--- src/rtl/tkpc_pkg.sv ---
// Shared types, widths and register codes of the two-key press classifier.
`default_nettype none

package tkpc_pkg;

    localparam int TIME_WIDTH = 16;
    localparam int TICK_W     = 10;
    localparam int LIMIT_W    = 16;
    localparam int CFG_ADDR_W = 8;
    localparam int CFG_DATA_W = 16;
    localparam int IN_DATA_W  = 8;
    localparam int OUT_DATA_W = 8;

    // headroom for the saturating add and the limit compares
    localparam int SUM_W = ((TIME_WIDTH > TICK_W) ? TIME_WIDTH : TICK_W) + 1;
    localparam int CMP_W = (TIME_WIDTH > LIMIT_W) ? TIME_WIDTH : LIMIT_W;

    localparam logic [TIME_WIDTH-1:0] TIME_MAX = {TIME_WIDTH{1'b1}};

    typedef enum logic [CFG_ADDR_W-1:0] {
        REG_TICK_PERIOD = 8'd0,
        REG_SHORT_MIN   = 8'd1,
        REG_LONG_MIN    = 8'd2,
        REG_LONG_MAX    = 8'd3
    } reg_index_t;

    typedef struct packed {
        logic [TICK_W-1:0]  tick_period_ms;
        logic [LIMIT_W-1:0] short_min_ms;
        logic [LIMIT_W-1:0] long_min_ms;
        logic [LIMIT_W-1:0] long_max_ms;
    } cfg_t;

    typedef struct packed {
        logic [TIME_WIDTH-1:0] held;
        logic                  pressed;
        logic                  fired;
    } key_state_t;

    typedef struct packed {
        logic short_press;
        logic long_press;
    } key_event_t;

endpackage

`default_nettype wire

--- src/rtl/tkpc_key.sv ---
// Per-key held-time update and short/long press classification for one tick.
`default_nettype none

module tkpc_key (
    input  wire logic                down,
    input  wire tkpc_pkg::cfg_t      cfg,
    input  wire tkpc_pkg::key_state_t cur,
    output tkpc_pkg::key_state_t     nxt,
    output tkpc_pkg::key_event_t     evt
);

    logic [tkpc_pkg::SUM_W-1:0]      sum;
    logic [tkpc_pkg::TIME_WIDTH-1:0] held_inc;
    tkpc_pkg::key_state_t            grown;
    tkpc_pkg::key_state_t            released;
    logic [tkpc_pkg::CMP_W-1:0]      grown_cmp;
    logic [tkpc_pkg::CMP_W-1:0]      rel_cmp;
    logic [tkpc_pkg::CMP_W-1:0]      smin;
    logic [tkpc_pkg::CMP_W-1:0]      lmin;
    logic [tkpc_pkg::CMP_W-1:0]      lmax;

    always_comb begin
        sum = tkpc_pkg::SUM_W'(cur.held) + tkpc_pkg::SUM_W'(cfg.tick_period_ms);
        if (sum > tkpc_pkg::SUM_W'(tkpc_pkg::TIME_MAX)) begin
            held_inc = tkpc_pkg::TIME_MAX;
        end else begin
            held_inc = sum[tkpc_pkg::TIME_WIDTH-1:0];
        end

        smin = tkpc_pkg::CMP_W'(cfg.short_min_ms);
        lmin = tkpc_pkg::CMP_W'(cfg.long_min_ms);
        lmax = tkpc_pkg::CMP_W'(cfg.long_max_ms);

        // grow the count while held and no long press has fired
        grown = cur;
        if (down && !cur.fired) begin
            grown.held    = held_inc;
            grown.pressed = 1'b1;
        end
        grown_cmp = tkpc_pkg::CMP_W'(grown.held);

        evt.short_press = 1'b0;
        evt.long_press  = 1'b0;
        released        = grown;
        if (grown.pressed && !down) begin
            evt.short_press = (grown_cmp > smin) && (grown_cmp < lmin);
            released.pressed = 1'b0;
            released.fired   = 1'b0;
            released.held    = '0;
        end
        rel_cmp = tkpc_pkg::CMP_W'(released.held);

        nxt = released;
        if (grown.pressed && (rel_cmp > lmin) && (rel_cmp < lmax) && !released.fired) begin
            nxt.fired       = 1'b1;
            evt.long_press  = 1'b1;
            evt.short_press = 1'b0;
        end
    end

endmodule

`default_nettype wire

--- src/rtl/two_key_press_classifier_core.sv ---
// Top level of the two-key press classifier: config registers, key state, result register.
`default_nettype none

// Two-key short/long press classifier. Each item on the s_ channel is one scan tick
// carrying the two key levels and the alarm flag; each tick gives exactly one result
// item on the m_ channel with the lock and shake settings after the tick and the beep,
// flash and lock-alarm pulses. The key state and the result register are updated in
// the cycle of acceptance, and s_tready stays high while the result register is empty
// or being drained, so the throughput is one item per cycle while m_tready holds high.
// The user must write thresholds and the tick period through the cfg_ port (always
// ready) only while no item is in flight; the block itself does not enforce it.

module two_key_press_classifier_core (
    input  wire logic                              aclk,
    input  wire logic                              aresetn,
    input  wire logic                              s_tvalid,
    output logic                                   s_tready,
    // [0] key_one_down, [1] key_two_down, [2] alarm_active, rest zero
    input  wire logic [tkpc_pkg::IN_DATA_W-1:0]    s_tdata,
    output logic                                   m_tvalid,
    input  wire logic                              m_tready,
    // [0] lock_on, [1] shake_on, [2] beep_start, [3] flash_request,
    // [4] lock_alarm_request, rest zero
    output logic [tkpc_pkg::OUT_DATA_W-1:0]        m_tdata,
    input  wire logic                              cfg_valid,
    output logic                                   cfg_ready,
    input  wire logic [tkpc_pkg::CFG_ADDR_W-1:0]   cfg_addr,
    input  wire logic [tkpc_pkg::CFG_DATA_W-1:0]   cfg_wdata
);

    tkpc_pkg::cfg_t       cfg_reg;
    tkpc_pkg::key_state_t key_one_reg, key_one_next, key_one_calc;
    tkpc_pkg::key_state_t key_two_reg, key_two_next, key_two_calc;
    tkpc_pkg::key_event_t evt_one, evt_two;
    logic                 lock_reg, lock_next;
    logic                 shake_reg, shake_next;
    logic                 m_tvalid_reg;
    logic [4:0]           result_reg, result_next;
    logic                 s_accept;
    logic                 d1, d2, alarm, run_one, run_two;
    logic                 beep, flash, lalarm;

    assign cfg_ready = 1'b1;
    assign s_tready  = !m_tvalid_reg || m_tready;
    assign s_accept  = s_tvalid && s_tready;
    assign m_tvalid  = m_tvalid_reg;
    assign m_tdata   = {{(tkpc_pkg::OUT_DATA_W-5){1'b0}}, result_reg};

    assign d1    = s_tdata[0];
    assign d2    = s_tdata[1];
    assign alarm = s_tdata[2];

    tkpc_key u_key_one (
        .down (d1),
        .cfg  (cfg_reg),
        .cur  (key_one_reg),
        .nxt  (key_one_calc),
        .evt  (evt_one)
    );

    tkpc_key u_key_two (
        .down (d2),
        .cfg  (cfg_reg),
        .cur  (key_two_reg),
        .nxt  (key_two_calc),
        .evt  (evt_two)
    );

    always_comb begin
        // alarm with key one down skips the tick; with key two down skips key two
        run_one = !(d1 && alarm);
        run_two = run_one && !(d2 && alarm);

        key_one_next = key_one_reg;
        key_two_next = key_two_reg;
        lock_next    = lock_reg;
        shake_next   = shake_reg;
        beep         = 1'b0;
        flash        = 1'b0;
        lalarm       = 1'b0;

        if (run_one) begin
            key_one_next = key_one_calc;
            if (evt_one.short_press) begin
                lock_next = !lock_reg;
                beep      = 1'b1;
            end
            if (evt_one.long_press) begin
                flash = 1'b1;
            end
        end
        if (run_two) begin
            key_two_next = key_two_calc;
            if (evt_two.short_press) begin
                if (lock_next) begin
                    flash  = 1'b1;
                    lalarm = 1'b1;
                end else begin
                    shake_next = !shake_reg;
                    beep       = 1'b1;
                end
            end
            if (evt_two.long_press) begin
                flash = 1'b1;
            end
        end
        result_next = {lalarm, flash, beep, shake_next, lock_next};
    end

    always_ff @(posedge aclk) begin
        if (!aresetn) begin
            cfg_reg.tick_period_ms <= tkpc_pkg::TICK_W'(10);
            cfg_reg.short_min_ms   <= tkpc_pkg::LIMIT_W'(50);
            cfg_reg.long_min_ms    <= tkpc_pkg::LIMIT_W'(1500);
            cfg_reg.long_max_ms    <= tkpc_pkg::LIMIT_W'(3000);
        end else if (cfg_valid && cfg_ready) begin
            unique case (cfg_addr)
                tkpc_pkg::REG_TICK_PERIOD:
                    cfg_reg.tick_period_ms <= cfg_wdata[tkpc_pkg::TICK_W-1:0];
                tkpc_pkg::REG_SHORT_MIN: cfg_reg.short_min_ms <= cfg_wdata;
                tkpc_pkg::REG_LONG_MIN:  cfg_reg.long_min_ms  <= cfg_wdata;
                tkpc_pkg::REG_LONG_MAX:  cfg_reg.long_max_ms  <= cfg_wdata;
                default: begin
                    // drop writes to unknown indexes
                end
            endcase
        end
    end

    always_ff @(posedge aclk) begin
        if (!aresetn) begin
            key_one_reg  <= '0;
            key_two_reg  <= '0;
            lock_reg     <= 1'b0;
            shake_reg    <= 1'b0;
            m_tvalid_reg <= 1'b0;
        end else begin
            if (s_accept) begin
                key_one_reg  <= key_one_next;
                key_two_reg  <= key_two_next;
                lock_reg     <= lock_next;
                shake_reg    <= shake_next;
                m_tvalid_reg <= 1'b1;
            end else if (m_tready) begin
                m_tvalid_reg <= 1'b0;
            end
        end
    end

    always_ff @(posedge aclk) begin
        if (s_accept) begin
            result_reg <= result_next;
        end
    end

    a_accept_fills: assert property (@(posedge aclk) disable iff (!aresetn)
        s_accept |=> m_tvalid_reg)
        else $error("accepted item produced no result");

    a_lalarm_flash: assert property (@(posedge aclk) disable iff (!aresetn)
        m_tvalid_reg && result_reg[4] |-> result_reg[3])
        else $error("lock alarm without flash");

    a_skip_holds: assert property (@(posedge aclk) disable iff (!aresetn)
        s_accept && d1 && alarm |=> $stable(lock_reg) && $stable(shake_reg)
            && $stable(key_one_reg) && $stable(key_two_reg))
        else $error("skipped tick changed state");

    a_fired_one: assert property (@(posedge aclk) disable iff (!aresetn)
        key_one_reg.fired |-> key_one_reg.pressed)
        else $error("key one fired while not pressed");

    a_fired_two: assert property (@(posedge aclk) disable iff (!aresetn)
        key_two_reg.fired |-> key_two_reg.pressed)
        else $error("key two fired while not pressed");

    a_result_matches: assert property (@(posedge aclk) disable iff (!aresetn)
        m_tvalid_reg |-> result_reg[0] == lock_reg && result_reg[1] == shake_reg)
        else $error("shown settings differ from held state");

endmodule

`default_nettype wire

--- config.mk ---
export PLATFORM = sky130hd
export DESIGN_NAME = two_key_press_classifier_core
export DESIGN_NICKNAME = d
export VERILOG_FILES = /design/src/rtl/tkpc_pkg.sv /design/src/rtl/tkpc_key.sv /design/src/rtl/two_key_press_classifier_core.sv
export SDC_FILE = /design/constraint.sdc
export NUM_CORES = 1
export LEC_CHECK = 0
export BUFFER_PORTS_ARGS = -buffer_cell sky130_fd_sc_hd__buf_2
export CAP_MARGIN = 10
export CORE_MARGIN = 2
export CORE_UTILIZATION = 45
export CTS_CLUSTER_DIAMETER = 30
export CTS_CLUSTER_SIZE = 30
export DETAILED_ROUTE_END_ITERATION = 12
export MAX_ROUTING_LAYER = met4
export SLEW_MARGIN = 20
export SYNTH_ARGS = -nofsm -noshare
export SYNTH_HDL_FRONTEND = slang
export SYNTH_SLANG_ARGS = --single-unit
--- constraint.sdc ---
create_clock -name aclk -period 6.32 [get_ports aclk]
set_input_delay 1.264 -clock aclk [delete_from_list [all_inputs] [get_ports aclk]]
set_output_delay 1.264 -clock aclk [all_outputs]
set_load 0.1 [all_outputs]
==> results.md <==
Status:
- The run finished with clean final reports.

Timing:
- The pin slew with the least headroom to its limit is 1116 ps.
- The count of final hold-check violations is 0.
- Clock skew on the completed layout was measured at approximately 8 ps.
- The headroom to the max-slew limit is 25.61%.
- Setup repair after global routing left no endpoint under its margin.
- The sum of negative setup slack is 0 ps.
- The final worst-path setup slack is 482.0 ps.
- The count of final setup violators is 0.
- The final critical path time including I/O delays and setup is 5838 ps.
- The count of final max-slew check failures is 0.
- The fmax is 0.1713 GHz.
- The post-route clock period utilization is 92.37%.

Routing:
- The first detailed-routing pass took 5 iterations.
- The first-iteration detailed-routing DRC count is 523.
- Dividing the detail-routed via count by the number of cells gives 5.770.
- In the routed design, unresolved DRC markers number 0.
- The total wire length after detailed routing is 25.17 mm.
- Dividing the detail-routed wire length by the instance count gives 19.14 um.
- The count of antenna-violating nets left after detailed routing is 0.
- For this block, the via count after detailed routing is ~7.6k.

Floorplanning:
- The die covers 20,210 um^2.
- Pin placement for this block handled 48 I/O pins.
- The initial utilization of the core area, before any placement, comes to about 46%.
- The die extent in y is 142.2 um.
- The total area inside the core boundary comes to between 15,000 and 20,000 um^2.
- The horizontal die dimension is 142.2 um.
- In this run the core area contains 50 standard-cell rows.

Cells and area:
- The layout-stage area growth over the synthesis result is 8.129%.
- The final standard cell utilization of the core is roughly half.
- The share of post-route cells with drive strength above 1 is under 10%.
- The number of antenna diodes in the final layout is 0.
- The final-stage net count is 1,255.
- The register with the most flip-flops in the layout has between 50 and 60 of them.

Synthesis:
- Ranked by total cell area, the synthesized netlist is headed by dfxtp_1, ha_1, nand2_1.
- For this run, the leading register cell type out of synthesis is dfxtp_1.
- Counting flops and latches in the post-synthesis netlist gives 102.
- After technology mapping, the gate count stands at 1,054.
- The number of library cell types mapped by synthesis is 79.
- The number of enable-type register cells in the synthesized netlist is 5.
- Of all cell types, the one taking the most synthesized area is dfxtp_1.
- In the synthesized netlist the async set-or-reset flop fraction comes to 0%.
- During synthesis, Yosys emitted a total of 0 warnings.
- The post-synth design cell area is between 8000 and 9000 um^2.
- The sequential-to-total area share from yosys stat is 24.36%.
- The synthesized area per cell is a little over 8 um^2.
- Of the post-synthesis cell area, the dominant cell type holds 22.61%.

Pwr:
- The maximum VDD drop is approximately 0.13 mV.
- Summed over all cells, the static leakage comes to 0.004180 uW.
- In this run the power density over the cells is 155.8 nW/um^2.

CTS:
- CTS placed an instance of clkbuf_16 at the clock tree root.
- After clock tree synthesis, the clock-pin slew on the worst setup and hold paths is 80 ps.
- At the later pin of the worst-skew pair, clock insertion delay measures roughly 360 ps.
- The number of clock sinks is 102.
- The level count of the clock H-tree is 3.
- The CTS buffer count is 9.
- TritonCTS built the clock tree.
- In this run, post-CTS hold repair placed 0 buffers.
- The largest buffer count on any clock path is 2.

Flow run:
- The number of maximum-capacitance violations is 0.

Setup path:
- At the worst endpoint, the arrival time is 5960 ps.
- The maximum fanout along the worst path is 6.
- For the worst flop-to-flop path, the logic depth is 22.
- The worst setup path is launched from a register.
- The sort of element at the end of the critical path is a register.
- The required time of the worst setup path is ~6400 ps.
- The reg2reg setup slack is between 400 and 500 ps.
- The path type of the worst setup path is reg2reg.

Place:
- The worst slack after detailed placement is about 460 ps.
- The routability congestion estimate is 0.9277.
- Once detailed placement completed, the half-perimeter wirelength came to 19.77 mm.
- The count of buffers from port buffering is 38.

Worst hold path:
- The worst min-delay path category is reg2reg.
- Counting instances, the worst hold path has a depth of 2.

Global route:
- The first global-routing pass estimated 39.85 mm of wire.
- The initial antenna violation count is 0.
- The pin count of the biggest net entering global routing is 60.
- The leftover overflow at the end of global routing is 0.
- Global routing used 26.54% of the available tracks across all layers.
- The number of global-route vias before repair was 7,128.
layout by cell type, fill, tap and decap left out, drive strengths merged, types with 13 or more instances in the layout:
| master | count |
|---|---|
| nand2 | 128 |
| dfxtp | 97 |
| o21a | 13 |
| nor2b | 47 |
| o211ai | 22 |
| inv | 67 |
| mux2i | 27 |
| and2 | 21 |
| xnor2 | 18 |
| nor2 | 55 |
| a21oi | 78 |
| nor3 | 19 |
| ha | 140 |
| nand4 | 19 |
| nand3 | 18 |
| a21boi | 29 |
| buf | 51 |
| a21o | 24 |
| o21ai | 52 |
worst max-delay path, cell delays in order, from the launching register on:
cell and delay [ps]:
dfxtp_1 440, ha_1 270, a21o_1 160, a21oi_1 230
o21bai_1 100, a21oi_1 280, o21bai_1 120, a21oi_1 260
o21ai_0 310, and3_1 300, o21a_1 210, and2_1 190
ha_1 300, a2111oi_0 360, o21ai_0 190, a21oi_2 250
o221ai_1 170, a41oi_2 210, o311a_1 210, nand3_2 190
and3_4 250, or2_4 240, a221o_1 340
repair_timing:
item,CTS,global route
setup buffers,0,0
setup endpoints to repair,0,1
hold endpoints to repair,0,0
resized for setup,0,1
metrics by stage:
| step | instance area, um^2 | hold slack, ps | total power, uW | std cells |
|---|---|---|---|---|
| 3_3_place_gp | 9006 | 451.5 | 904.4 | 1299 |
| 3_5_place_dp | 9006 | 458.4 | 906.5 | 1299 |
| 4_1_cts | 9283 | 468.9 | 1457 | 1315 |
| 5_1_grt | 9286 | 486.2 | 1505 | 1315 |
| 2_1_floorplan | 8596 | 443.5 | 843.6 | 1056 |
| 6_report | 9286 | 464.4 | 1447 | 1315 |
metal layers:
layer	up-vias	wire, um	global-route usage [%]
li1	3838	-	-
met1	3511	12100	36.10
met2	208	11320	41.34
met3	30	1313	4.408
met4	0	448	6.263
met5	-	0	-
cells in the mapped netlist (all sizes together), types with 3 or more instances:
cell type,number
xor2,4
o2111ai,4
a211oi,8
a22oi,9
a21boi,29
or3,5
clkbuf,33
nand2,128
a221o,3
mux2i,27
buf,9
xnor2,18
nor4,8
nand4,19
dfxtp,97
nor2b,47
mux2,4
inv,65
a21oi,78
o21a,13
or2,4
ha,140
nor3,19
nor2,55
o211ai,22
nor3b,5
o21ai,52
edfxtp,5
and2,21
o21bai,5
a31oi,8
nand2b,12
o311a,3
o31ai,4
and4,4
and3,11
nand3,18
a21o,24
a2111oi,4
final timing paths:
path / to / from
worst max-delay path: result_reg[3] / cfg_reg[49]
worst min-delay path: cfg_reg[15] / cfg_reg[15]
worst max register to register: result_reg[3] / cfg_reg[49]
worst min register to register: cfg_reg[15] / cfg_reg[15]
area by class of cell:
type | instances | area (um^2)
multi-input combinational | 847 | 6093
inverter | 65 | 244.0
sequential | 102 | 2092
clock inverter | 4 | 30.03
fill | 1824 | 9419
tap | 234 | 292.8
clock buffer | 12 | 246.5
timing repair buffer | 51 | 287.8
where the power goes:
group	internal [uW]	switching [uW]	total (uW)	leakage (uW)
Combinational	79.1	153	232	0.00321
Sequential	656	6.67	663	0.000835
Clock	281	271	552	0.000134
cells by family (layout without fill, tap and decap cells):
group / Yosys count / after routing / share of synthesized area (%)
AO/OA/AOI/OAI: 284 / 284 / 22.28
XOR/XNOR: 22 / 22 / 2.244
adder cells (fa/ha/maj): 143 / 143 / 20.99
buffers and inverters: 107 / 132 / 4.910
flip-flops: 102 / 102 / 24.36
multiplexers: 31 / 31 / 3.671
other: 2 / 4 / 0.08745
AND/OR/NAND/NOR: 363 / 363 / 21.46
No activity file was read; power rests on OpenSTA's default activity.
